$ cat config.mk
export PLATFORM = sky130hd
export DESIGN_NAME = calibrated_flex_threshold_detector
export DESIGN_NICKNAME = d
export VERILOG_FILES = /design/src/rtl/cftd_pkg.sv /design/src/rtl/cftd_state_mem.sv /design/src/rtl/cftd_divider.sv /design/src/rtl/calibrated_flex_threshold_detector.sv
export SDC_FILE = /design/constraint.sdc
export NUM_CORES = 1
export LEC_CHECK = 0
export ABC_CLOCK_PERIOD_IN_PS = 9800
export BUFFER_PORTS_ARGS = -buffer_cell sky130_fd_sc_hd__buf_4
export CORE_UTILIZATION = 61
export CTS_CLUSTER_SIZE = 10
export DETAILED_ROUTE_END_ITERATION = 16
export PLACE_DENSITY = 0.78
export SLEW_MARGIN = 20
export SYNTH_ARGS = -nofsm -noshare
export SYNTH_HDL_FRONTEND = slang
export SYNTH_SLANG_ARGS = --single-unit
$ cat constraint.sdc
create_clock -name clk -period 9.8 [get_ports clk]
set_clock_uncertainty 0.2 [all_clocks]
set_input_delay 0.49 -clock clk [delete_from_list [all_inputs] [get_ports clk]]
set_output_delay 0.49 -clock clk [all_outputs]
set_load 0.01 [all_outputs]
$ cat src/rtl/cftd_pkg.sv
package cftd_pkg;

  // default sizes
  localparam int CHANNELS_DEF    = 10;
  localparam int SAMPLE_BITS_DEF = 12;

  // fixed field widths
  localparam int CH_W      = 4;
  localparam int SLACK_W   = 11;
  localparam int SAMPLES_W = 4;
  localparam int SUM_W     = 16;
  localparam int CNT_W     = 4;
  localparam int DIV_W     = CNT_W + 1;
  localparam int IDX_MAX_W = 6;
  localparam int FRAC_W    = 10;

  // configuration port
  localparam int CFG_IDX_W  = 1;
  localparam int CFG_DATA_W = SLACK_W;
  localparam logic [CFG_IDX_W-1:0] CFG_SLACK   = 1'b0;
  localparam logic [CFG_IDX_W-1:0] CFG_SAMPLES = 1'b1;

  localparam logic [SLACK_W-1:0]   SLACK_RESET   = 11'd1004;
  localparam logic [SAMPLES_W-1:0] SAMPLES_RESET = 4'd10;

  // operation codes
  localparam logic OP_DETECT    = 1'b0;
  localparam logic OP_CALIBRATE = 1'b1;

  // factory thresholds, channels past the table start at zero
  function automatic logic [15:0] cftd_factory(input logic [IDX_MAX_W-1:0] idx);
    logic [15:0] val;
    case (idx)
      6'd0:    val = 16'd2800;
      6'd1:    val = 16'd2500;
      6'd2:    val = 16'd2700;
      6'd3:    val = 16'd2400;
      6'd4:    val = 16'd2900;
      6'd5:    val = 16'd2300;
      6'd6:    val = 16'd2400;
      6'd7:    val = 16'd2300;
      6'd8:    val = 16'd2600;
      6'd9:    val = 16'd2600;
      default: val = 16'd0;
    endcase
    return val;
  endfunction

endpackage

$ cat src/rtl/cftd_state_mem.sv
module cftd_state_mem import cftd_pkg::*; #(
  parameter int CHANNELS    = CHANNELS_DEF,
  parameter int SAMPLE_BITS = SAMPLE_BITS_DEF,
  localparam int ADDR_W  = (CHANNELS > 1) ? $clog2(CHANNELS) : 1,
  localparam int ENTRY_W = SAMPLE_BITS + SUM_W + CNT_W
) (
  input  logic               clk,
  input  logic               rst_n,
  input  logic               rd_en,
  input  logic [ADDR_W-1:0]  rd_addr,
  output logic [ENTRY_W-1:0] rd_data,
  input  logic               wr_en,
  input  logic [ADDR_W-1:0]  wr_addr,
  input  logic [ENTRY_W-1:0] wr_data
);

  logic [ENTRY_W-1:0]  mem_r [CHANNELS];
  logic [CHANNELS-1:0] valid_r;
  logic [ENTRY_W-1:0]  q_r;
  logic                q_valid_r;
  logic [ADDR_W-1:0]   q_addr_r;
  logic [15:0]         factory;

  // per-channel state memory, one read and one write port
  always_ff @(posedge clk) begin
    if (wr_en) begin
      mem_r[wr_addr] <= wr_data;
    end
    if (rd_en) begin
      q_r      <= mem_r[rd_addr];
      q_addr_r <= rd_addr;
    end
  end

  // written flags, an unwritten entry reads as its reset value
  always_ff @(posedge clk) begin
    if (!rst_n) begin
      valid_r   <= '0;
      q_valid_r <= 1'b0;
    end else begin
      if (wr_en) begin
        valid_r[wr_addr] <= 1'b1;
      end
      if (rd_en) begin
        q_valid_r <= valid_r[rd_addr];
      end
    end
  end

  assign factory = cftd_factory(IDX_MAX_W'(q_addr_r));
  assign rd_data = q_valid_r ? q_r
                             : {factory[SAMPLE_BITS-1:0], {SUM_W{1'b0}}, {CNT_W{1'b0}}};

endmodule

$ cat src/rtl/cftd_divider.sv
module cftd_divider import cftd_pkg::*; (
  input  logic             clk,
  input  logic             rst_n,
  input  logic             start,
  input  logic [SUM_W-1:0] dividend,
  input  logic [DIV_W-1:0] divisor,
  output logic             done,
  output logic [SUM_W-1:0] quotient
);

  localparam int STEP_W = $clog2(SUM_W);

  logic              busy_r;
  logic              done_r;
  logic [STEP_W-1:0] step_r;
  logic [SUM_W-1:0]  quot_r;
  logic [DIV_W-1:0]  rem_r;
  logic [DIV_W-1:0]  dvs_r;
  logic [DIV_W:0]    trial;
  logic              fits;
  logic [DIV_W-1:0]  rem_nxt;

  // one restoring step: shift in the next dividend bit and try a subtract
  assign trial   = {rem_r, quot_r[SUM_W-1]};
  assign fits    = trial >= {1'b0, dvs_r};
  assign rem_nxt = fits ? DIV_W'(trial - {1'b0, dvs_r}) : trial[DIV_W-1:0];

  // control
  always_ff @(posedge clk) begin
    if (!rst_n) begin
      busy_r <= 1'b0;
      done_r <= 1'b0;
      step_r <= '0;
    end else begin
      done_r <= 1'b0;
      if (start) begin
        busy_r <= 1'b1;
        step_r <= '0;
      end else if (busy_r) begin
        step_r <= step_r + STEP_W'(1);
        if (step_r == STEP_W'(SUM_W - 1)) begin
          busy_r <= 1'b0;
          done_r <= 1'b1;
        end
      end
    end
  end

  // datapath
  always_ff @(posedge clk) begin
    if (start) begin
      quot_r <= dividend;
      rem_r  <= '0;
      dvs_r  <= divisor;
    end else if (busy_r) begin
      quot_r <= {quot_r[SUM_W-2:0], fits};
      rem_r  <= rem_nxt;
    end
  end

  assign done     = done_r;
  assign quotient = quot_r;

  // a new division only starts when idle
  a_start_idle: assert property (@(posedge clk) disable iff (!rst_n)
    start |-> !busy_r) else $error("divider started while busy");

  // completion is a single pulse after the last step
  a_done_after_busy: assert property (@(posedge clk) disable iff (!rst_n)
    done_r |-> !busy_r && $past(busy_r)) else $error("divider done without busy");

  // a divisor of zero never enters
  a_divisor_nonzero: assert property (@(posedge clk) disable iff (!rst_n)
    start |-> divisor != '0) else $error("divider started with zero divisor");

endmodule

$ cat src/rtl/calibrated_flex_threshold_detector.sv
// flow: an accepted item passes S_READ, then S_CMP for a detect item or S_DIV (waiting on the
// bit-serial divider) for a calibrate item that finishes an average, then S_OUT; out-of-range
// channels and calibrate items that do not finish an average go from S_READ straight to S_OUT
// one item at a time: a new item is taken only once the last result is in the output register
// reset: synchronous active-low; thresholds read as the factory table, sums and counts as zero

module calibrated_flex_threshold_detector import cftd_pkg::*; #(
  parameter int CHANNELS    = CHANNELS_DEF,
  parameter int SAMPLE_BITS = SAMPLE_BITS_DEF
) (
  input  logic                   clk,
  input  logic                   rst_n,
  // configuration
  input  logic                   cfg_wr_en,
  input  logic [CFG_IDX_W-1:0]   cfg_index,
  input  logic [CFG_DATA_W-1:0]  cfg_wdata,
  // input channel
  input  logic                   in_valid,
  output logic                   in_stall,
  input  logic                   in_operation,
  input  logic [CH_W-1:0]        in_channel,
  input  logic [SAMPLE_BITS-1:0] in_sample,
  // result channel
  output logic                   out_valid,
  input  logic                   out_stall,
  output logic                   out_flexed,
  output logic                   out_threshold_updated,
  output logic [SAMPLE_BITS-1:0] out_current_threshold
);

  localparam int ADDR_W    = (CHANNELS > 1) ? $clog2(CHANNELS) : 1;
  localparam int ENTRY_W   = SAMPLE_BITS + SUM_W + CNT_W;
  localparam int PROD_W    = SLACK_W + SAMPLE_BITS;
  localparam int SUM_EXT_W = SUM_W + 1;
  localparam int CH_EXT_W  = IDX_MAX_W + 1;

  localparam logic [2:0] S_IDLE = 3'd0;
  localparam logic [2:0] S_READ = 3'd1;
  localparam logic [2:0] S_CMP  = 3'd2;
  localparam logic [2:0] S_DIV  = 3'd3;
  localparam logic [2:0] S_OUT  = 3'd4;

  logic [2:0]             state_r, state_nxt;
  logic [SLACK_W-1:0]     slack_r;
  logic [SAMPLES_W-1:0]   samples_r;
  logic                   op_r;
  logic                   ch_ok_r;
  logic [SAMPLE_BITS-1:0] smp_r;
  logic [ADDR_W-1:0]      addr_r;
  logic [PROD_W-1:0]      prod_r;
  logic                   res_flexed_r, res_flexed_nxt;
  logic                   res_upd_r, res_upd_nxt;
  logic [SAMPLE_BITS-1:0] res_thr_r, res_thr_nxt;
  logic                   out_valid_r;
  logic                   out_flexed_r;
  logic                   out_upd_r;
  logic [SAMPLE_BITS-1:0] out_thr_r;

  logic                   in_accept;
  logic [CH_EXT_W-1:0]    ch_ext;
  logic                   ch_ok;
  logic [ADDR_W-1:0]      in_addr;
  logic [ENTRY_W-1:0]     rd_data;
  logic                   mem_wr;
  logic [ENTRY_W-1:0]     wr_data;
  logic [SAMPLE_BITS-1:0] thr_q;
  logic [SUM_W-1:0]       sum_q;
  logic [CNT_W-1:0]       cnt_q;
  logic [SUM_EXT_W-1:0]   sum_add;
  logic [SUM_W-1:0]       sum_sat;
  logic [DIV_W-1:0]       cnt_inc;
  logic                   avg_done;
  logic                   div_start;
  logic                   div_done;
  logic [SUM_W-1:0]       div_quot;
  logic [PROD_W-1:0]      lhs;
  logic                   load_out;

  // input side
  assign in_stall  = state_r != S_IDLE;
  assign in_accept = in_valid && !in_stall;
  assign ch_ext    = CH_EXT_W'(in_channel);
  assign ch_ok     = ch_ext < CH_EXT_W'(CHANNELS);
  assign in_addr   = ch_ext[ADDR_W-1:0];

  // configuration registers
  always_ff @(posedge clk) begin
    if (!rst_n) begin
      slack_r   <= SLACK_RESET;
      samples_r <= SAMPLES_RESET;
    end else if (cfg_wr_en) begin
      unique case (cfg_index)
        CFG_SLACK:   slack_r   <= cfg_wdata;
        CFG_SAMPLES: samples_r <= cfg_wdata[SAMPLES_W-1:0];
        default: ;
      endcase
    end
  end

  cftd_state_mem #(
    .CHANNELS    (CHANNELS),
    .SAMPLE_BITS (SAMPLE_BITS)
  ) u_mem (
    .clk     (clk),
    .rst_n   (rst_n),
    .rd_en   (in_accept && ch_ok),
    .rd_addr (in_addr),
    .rd_data (rd_data),
    .wr_en   (mem_wr),
    .wr_addr (addr_r),
    .wr_data (wr_data)
  );

  cftd_divider u_div (
    .clk      (clk),
    .rst_n    (rst_n),
    .start    (div_start),
    .dividend (sum_sat),
    .divisor  (cnt_inc),
    .done     (div_done),
    .quotient (div_quot)
  );

  // read-modify of the channel entry
  assign thr_q    = rd_data[ENTRY_W-1 -: SAMPLE_BITS];
  assign sum_q    = rd_data[CNT_W +: SUM_W];
  assign cnt_q    = rd_data[CNT_W-1:0];
  assign sum_add  = {1'b0, sum_q} + SUM_EXT_W'(smp_r);
  assign sum_sat  = sum_add[SUM_W] ? {SUM_W{1'b1}} : sum_add[SUM_W-1:0];
  assign cnt_inc  = {1'b0, cnt_q} + DIV_W'(1);
  assign avg_done = cnt_inc >= {1'b0, samples_r};
  assign lhs      = {1'b0, smp_r, {FRAC_W{1'b0}}};
  assign load_out = (state_r == S_OUT) && (!out_valid_r || !out_stall);

  // sequencer
  always_comb begin
    state_nxt      = state_r;
    res_flexed_nxt = res_flexed_r;
    res_upd_nxt    = res_upd_r;
    res_thr_nxt    = res_thr_r;
    mem_wr         = 1'b0;
    wr_data        = {thr_q, sum_sat, cnt_inc[CNT_W-1:0]};
    div_start      = 1'b0;
    unique case (state_r)
      S_IDLE: begin
        if (in_accept) begin
          state_nxt = S_READ;
        end
      end
      S_READ: begin
        res_flexed_nxt = 1'b0;
        res_upd_nxt    = 1'b0;
        res_thr_nxt    = thr_q;
        if (!ch_ok_r) begin
          res_thr_nxt = '0;
          state_nxt   = S_OUT;
        end else if (op_r == OP_DETECT) begin
          state_nxt = S_CMP;
        end else if (avg_done) begin
          div_start = 1'b1;
          state_nxt = S_DIV;
        end else begin
          mem_wr    = 1'b1;
          state_nxt = S_OUT;
        end
      end
      S_CMP: begin
        res_flexed_nxt = lhs >= prod_r;
        state_nxt      = S_OUT;
      end
      S_DIV: begin
        wr_data = {div_quot[SAMPLE_BITS-1:0], {SUM_W{1'b0}}, {CNT_W{1'b0}}};
        if (div_done) begin
          mem_wr      = 1'b1;
          res_upd_nxt = 1'b1;
          res_thr_nxt = div_quot[SAMPLE_BITS-1:0];
          state_nxt   = S_OUT;
        end
      end
      S_OUT: begin
        if (load_out) begin
          state_nxt = S_IDLE;
        end
      end
      default: state_nxt = S_IDLE;
    endcase
  end

  always_ff @(posedge clk) begin
    if (!rst_n) begin
      state_r <= S_IDLE;
    end else begin
      state_r <= state_nxt;
    end
  end

  // item and result staging
  always_ff @(posedge clk) begin
    if (in_accept) begin
      op_r    <= in_operation;
      ch_ok_r <= ch_ok;
      smp_r   <= in_sample;
      addr_r  <= in_addr;
    end
    if (state_r == S_READ) begin
      prod_r <= PROD_W'(slack_r) * PROD_W'(thr_q);
    end
    res_flexed_r <= res_flexed_nxt;
    res_upd_r    <= res_upd_nxt;
    res_thr_r    <= res_thr_nxt;
  end

  // output register
  always_ff @(posedge clk) begin
    if (!rst_n) begin
      out_valid_r <= 1'b0;
    end else if (load_out) begin
      out_valid_r <= 1'b1;
    end else if (!out_stall) begin
      out_valid_r <= 1'b0;
    end
  end

  always_ff @(posedge clk) begin
    if (load_out) begin
      out_flexed_r <= res_flexed_r;
      out_upd_r    <= res_upd_r;
      out_thr_r    <= res_thr_r;
    end
  end

  assign out_valid             = out_valid_r;
  assign out_flexed            = out_flexed_r;
  assign out_threshold_updated = out_upd_r;
  assign out_current_threshold = out_thr_r;

  // no state write can race a new read of the same entry
  a_write_not_on_accept: assert property (@(posedge clk) disable iff (!rst_n)
    mem_wr |-> !in_accept) else $error("state write while accepting a beat");

  // divider completion only seen while waiting for it
  a_div_done_in_div: assert property (@(posedge clk) disable iff (!rst_n)
    div_done |-> state_r == S_DIV) else $error("divider done outside wait state");

  // a result beat never carries both flags
  a_flags_exclusive: assert property (@(posedge clk) disable iff (!rst_n)
    out_valid_r |-> !(out_flexed_r && out_upd_r)) else $error("flexed and updated together");

  // a new result is only loaded once the previous beat has left
  a_no_overwrite: assert property (@(posedge clk) disable iff (!rst_n)
    load_out |-> !(out_valid_r && out_stall)) else $error("result overwritten");

endmodule

### Word level (Yosys, flattened, before mapping)

Memory sizes are Yosys's and may differ from the RTL's. A register that Yosys moved wholly into a read port is not among the register bits.
Cells that the tools add are included.

* order comparisons: 7
* $add $sub $neg: 4
* bitwise logic cells: 4
* reduce and logical (&&, ||, !) cells: 19
* equal/unequal tests: 9
* multipliers: 1
* muxes and demuxes: 41

Operators by type and width (number)
* $mux W32: 2
* $mux W16: 3
* $mux W12: 2
* $pmux W12 S2: 1
* $ge A22 B23 Y1: 1
* $mul A11 B12 Y23: 1
* $mux W1: 19
* $mux W3: 6
* $add A16 B12 Y17: 1
* $pmux W3 S5: 1
* $lt A4 B5 Y1 const B: 2
* $or A10 B10 Y10: 1
* $eq A3 B2 Y1 const B: 2
* $ge A6 B5 Y1: 1
* $pmux W1 S2: 3
* $reduce_and A2 Y1: 3
* $reduce_bool A2 Y1: 3
* $add A4 B1 Y5 const B: 1
* $ge A5 B4 Y1: 1
* $mux W5: 1
* $sub A5 B5 Y5: 1
* $add A4 B1 Y4 const B: 1
* $bmux W1 S4: 1
* $demux W1 S4: 1
* 17 further kinds: 26

* bits in registers: 135
* bits of input ports: 34
* output and inout port bits: 16
* bits in writable memories: 320
* memories kept: 2
* ROM bits: 144

Memories
* u_mem.mem_r: depth 10, width 32, rd ports 1, clocked after Yosys merged registers in 1, wr ports 1, line cftd_state_mem.sv:17 `logic [ENTRY_W-1:0] mem_r [CHANNELS];`
* (no name shown): depth 16, width 9, rd ports 1, clocked after Yosys merged registers in 1, wr ports 0, line cftd_pkg.sv:33 `case (idx)`

### Logic depth before layout (Yosys ltp)

* depth after elaboration: 9
* mapped depth: 23
* depth with buffers taken out: 20

### By module

A second synthesis with hierarchy kept.

* cell total of the unflattened synthesis: 1793
* area, all modules: 24948.9 µm²

By module, submodules not included
* cftd_state_mem: cells an instance 713, times used 1, area an instance 14440.1 µm², seq. area each 11090.6 µm²
* calibrated_flex_threshold_detector: cells an instance 961, times used 1, area an instance 8988.6 µm², seq. area each 2452.4 µm²
* cftd_divider: cells an instance 119, times used 1, area an instance 1520.2 µm², seq. area each 850.8 µm²

### Worst setup path after synthesis

OpenSTA, ideal clock, no wires.

* path kind: register -> register
* from: register u_mem.q_valid_r
* to: memory u_mem.mem_r[9][0] (netlist bit) (enable)
* cell stages (with the launch flop): 13
* arrival time: 6416 ps
* data required time: 9084 ps
* library setup time: 516 ps
* setup slack: 2667 ps
* path through: dfxtp_1 clkbuf_1 clkbuf_1 buf_1 clkbuf_1 and2_1 ha_1 ha_1 a21o_1 a21o_1 a211oi_1 a22oi_1 nor4b_1

* cells in the longest elaborated chain, start to end: 9

RTL lines
* start, declared: line cftd_state_mem.sv:20 `logic q_valid_r;`
* start signal, assigned: line cftd_state_mem.sv:45 `q_valid_r <= valid_r[rd_addr];`
* $mux W32: line cftd_state_mem.sv:51 `assign rd_data = q_valid_r ? q_r`
* $add A4 B1 Y5: line calibrated_flex_threshold_detector.sv:130 `assign cnt_inc = {1'b0, cnt_q} + DIV_W'(1);`
* via cnt_inc[1]: line calibrated_flex_threshold_detector.sv:71 `logic [DIV_W-1:0] cnt_inc;`
* $ge A5 B4 Y1: line calibrated_flex_threshold_detector.sv:131 `assign avg_done = cnt_inc >= {1'b0, samples_r};`
* $mux W1: line calibrated_flex_threshold_detector.sv:159 `end else if (avg_done) begin`
* $mux W1: line calibrated_flex_threshold_detector.sv:157 `end else if (op_r == OP_DETECT) begin`
* $mux W1: line calibrated_flex_threshold_detector.sv:154 `if (!ch_ok_r) begin`
* $pmux W1 S2: line calibrated_flex_threshold_detector.sv:144 `unique case (state_r)`
* $mux W1: line cftd_state_mem.sv:26 `if (wr_en) begin`
* $mux W1 (not written as such): line cftd_state_mem.sv:27 `mem_r[wr_addr] <= wr_data;`
* end, declared: line cftd_state_mem.sv:17

The timed path passes the listed nets, and every way through them passes these cells.

### Final worst setup path

* from: register u_mem.q_valid_r
* to: register prod_r[21], data pin

* cells in the longest elaborated chain, start to end: 2

RTL lines
* $mux W32: line cftd_state_mem.sv:51
* $mul A11 B12 Y23: line calibrated_flex_threshold_detector.sv:206 `prod_r <= PROD_W'(slack_r) * PROD_W'(thr_q);`
* end signal, assigned: line calibrated_flex_threshold_detector.sv:206
* end, declared: line calibrated_flex_threshold_detector.sv:50 `logic [PROD_W-1:0] prod_r;`

No other way between the ends.
A chain may end at the register's enable or synchronous reset.

==> metrics.txt <==
status=finished, final reports clean; final setup violation count=0; Post-synth EDFFs=446; Post-Syn Nets=~2k; Critical Path, Cell by Cell=buf_4 > mux2_2 > and2_1 > fa_1 > inv_1 > fa_1 > inv_1 > fa_1 > fa_1 > inv_1 > fa_1 > inv_1 > ha_1 > a211o_1 > o31ai_2 > nand2_1 > a221o_1 > a311oi_2 > xnor2_1; HPWL after detailed placement=34100 microns; Synth async-reset ratio=0; Tmin final=between 6 and 7 ns; multi-input logic area=~9400 sq um; Yosys top cell by area=edfxtp_1; post-route ant nets=0; RD Place Congestion=around 0.93; DRC violations left=0; Max-Cap Viols=0; layout cells sized above 1=0.120; CTS buffer count=56; Antenna Cells=0; Initial DRT Pass Iterations=5; pin count of the biggest net entering global routing=63; die area=just over 40000 sq um; worst slew pin tran=around 1.0 ns; number of port buffers=~50; slew margin rel.=0.305; stages on the worst setup path=19; antenna violations before repair=0; dpl cells=approximately 2.3k; Seq cells post-synth=about 500; startpoint class of the critical path=flop; Synth Warn #=0; CTS root buf=clkbuf_16; final net count=approximately 2.1k; kind of critical path=reg -> reg; H-tree depth=2; Most common cell on crit path=fa_1; final setup TNS=0 ns; Worst-Skew Late Latency=between 0.6 and 0.7 ns; CP max stage delay=~0.57 ns; Max Freq=between 100 and 150 MHz; Layout fillers=between 2k and 3k; Most used DFF post-synth=edfxtp_1; Tot Pwr=just under 8 mW; Via density=6.13; Cell Area, Synth=approximately 25000 sq um; Clock Sink Count=slightly below 500; CP required=9.97 ns; Synth top area share=0.543; LEAKAGE=between 10 and 15 nW; cells after synthesis=roughly 1.8k; Critical Path Fanout Max=58; core area=about 40000 sq um; via count=14.8k; crit-path leading delay family=adder cells; worst min path class=in -> reg; Area Growth Syn to Fin=11.2%; Hold Path Depth=2; # resized after CTS=0; final critical-path share of the clock period=0.706; Slew Limit Fails=0; Boundary Pins=50; Unique masters post-synth=69; Chip Height=about 200 microns; Starting DRT DRC Count=between 1k and 1.5k; Critical path buffers and inverters=5; total gr overflow=0; Avg WL per Cell=between 20 and 25 microns; RSZ-0062 raised after global routing=false; Crit-path slowest cell=buf_4; CTS tree=done; worst path arrival time=around 7.1 ns; Reg clk slew, reported paths=0.06 ns; Synth area leaders=edfxtp_1, fa_1, mux4_2, ha_1, dfxtp_1; register area share after synthesis=0.584; CTS max path bufs=3; initial core utilization=0.619; Rows=73; peak supply drop=roughly 470 uV; mean post-synth cell area=13.7 sq um; worst reg-to-reg path cell count=19; total routed wirelength=roughly 54000 microns; first-pass GRT wire length=84700 microns; Critical Path Sink Type=flop; GRT Overall Usage=0.273; vias in the first global route=about 15k; Fin. Hold Viols=0; Final Instance Count excl. Fillers=around 2.4k; Chip Width=just over 200 microns; P per Cell Area=~280 nW/um^2; Sequential Area=~14000 sq um
worst register-to-register path: cells and delay by family (launching register included):
kind                     cells  cell delay, ns
adder cells (fa/ha/maj)      6            2.93
AO/OA/AOI/OAI                4            1.27
XOR/XNOR                     1            0.10
buffers and inverters        5            0.77
multiplexers                 1            0.52
flip-flops                   1            0.51
AND/OR/NAND/NOR              2            0.35
where the power goes:
group          total, mW  internal (mW)  switching (mW)
Clock               1.82           1.04           0.784
Combinational       3.26           1.32            1.93
Sequential          2.71           2.63          0.0784
Total               7.79           5.00            2.79
layer usage:
layer  up-vias  routed length [microns]  GRT usage  share of wire
li1       6621                        -          -              -
met1      7393                    21900      0.365           0.40
met2       646                    26200      0.441           0.48
met3       138                     4250     0.0507          0.078
met4         0                     2080      0.118          0.038
met5         -                        0          0              0
worst paths after layout:
path,from,slack [ns],endpoint
setup / recovery,u_mem.q_valid_r,2.88,prod_r[21]
hold / removal,rst_n,0.06,slack_r[7]
setup reg to reg,u_mem.q_valid_r,2.88,prod_r[21]
hold reg to reg,res_thr_r[4],0.21,out_current_threshold[4]
logic make-up after synthesis:
kind of cell	after synthesis	synth area share
DFF	496	0.584
buffers and inverters	235	0.0364
xor gates and xnor gates	37	0.0131
AOI/OAI and AO/OA	242	0.0631
and+or+nand+nor	468	0.0935
muxes	125	0.0847
adders and majority gates	192	0.125
through the flow:
step           cell area [sq um]  worst slack, ns   util  hold slack, ns
6_report                   27400             2.88  0.688          0.0553
5_1_grt                    27400             2.60  0.688          0.0430
4_1_cts                    27400             2.91  0.688         0.00467
3_5_place_dp               25600             2.93  0.642           0.205
3_3_place_gp               25600             3.06  0.642           0.204
2_1_floorplan              24600             2.67      -           0.200
state kept, by name, summed over array words and instances (netlist names), 4 cells and up:
signal / count
u_div.step_r: 4
u_mem.q_r: 32
addr_r: 4
samples_r: 4
prod_r: 23
u_mem.mem_r: 320
res_thr_r: 12
u_mem.valid_r: 10
u_mem.q_addr_r: 4
u_div.rem_r: 5
slack_r: 11
u_div.quotient: 16
out_current_threshold: 12
u_div.dvs_r: 5
smp_r: 12
u_mem.factory: 9
cells in the final DEF, fill, tap and decap left out, types with 4 or more instances in the layout:
cell type / Yosys / routed
edfxtp_1: 446 / 446
nand2_1: 152 / 152
inv_1: 146 / 146
ha_1: 101 / 101
fa_1: 91 / 91
a21oi_1: 85 / 85
nor2_1: 88 / 80
buf_4: 0 / 69
mux4_2: 66 / 66
and2_1: 60 / 60
clkbuf_16: 0 / 56
nor2b_1: 51 / 51
mux2i_1: 50 / 50
dfxtp_1: 50 / 49
nand3_1: 44 / 44
a211oi_1: 40 / 40
dlygate4sd3_1: 0 / 28
and3_1: 25 / 25
clkbuf_1: 66 / 23
xnor2_1: 22 / 22
o21ai_1: 19 / 20
o21ai_0: 20 / 19
a21o_1: 16 / 16
nand2b_1: 16 / 15
xor2_1: 15 / 15
nor3_1: 11 / 10
mux2_2: 8 / 8
o21a_1: 8 / 8
nor2_4: 0 / 8
a21boi_0: 7 / 7
a31oi_1: 5 / 5
o211ai_1: 4 / 4
o22ai_1: 4 / 4
a32o_1: 4 / 4
what timing repair did:
action	CTS	global route
endpoints found under the hold margin	29	0
hold buffers	28	0
buffers inserted	0	0
final cells by class:
| cell class | count | area share |
|---|---|---|
| clock buffer | 79 | 0.0543 |
| tap | 525 | 0.0240 |
| multi-input combinational | 1064 | 0.345 |
| inverter | 148 | 0.0203 |
| timing repair buffer | 98 | 0.0295 |
| clock inverter | 4 | 0.00196 |
| sequential | 496 | 0.525 |
synth_stat cells (all sizes together) (50+ instances only):
master	instances
fa	91
nor2	88
dfxtp	50
nor2b	52
mux2i	50
mux4	66
and2	60
nand2	152
edfxtp	446
a21oi	85
clkbuf	66
inv	148
ha	101
(Power assumes the default switching activity.)
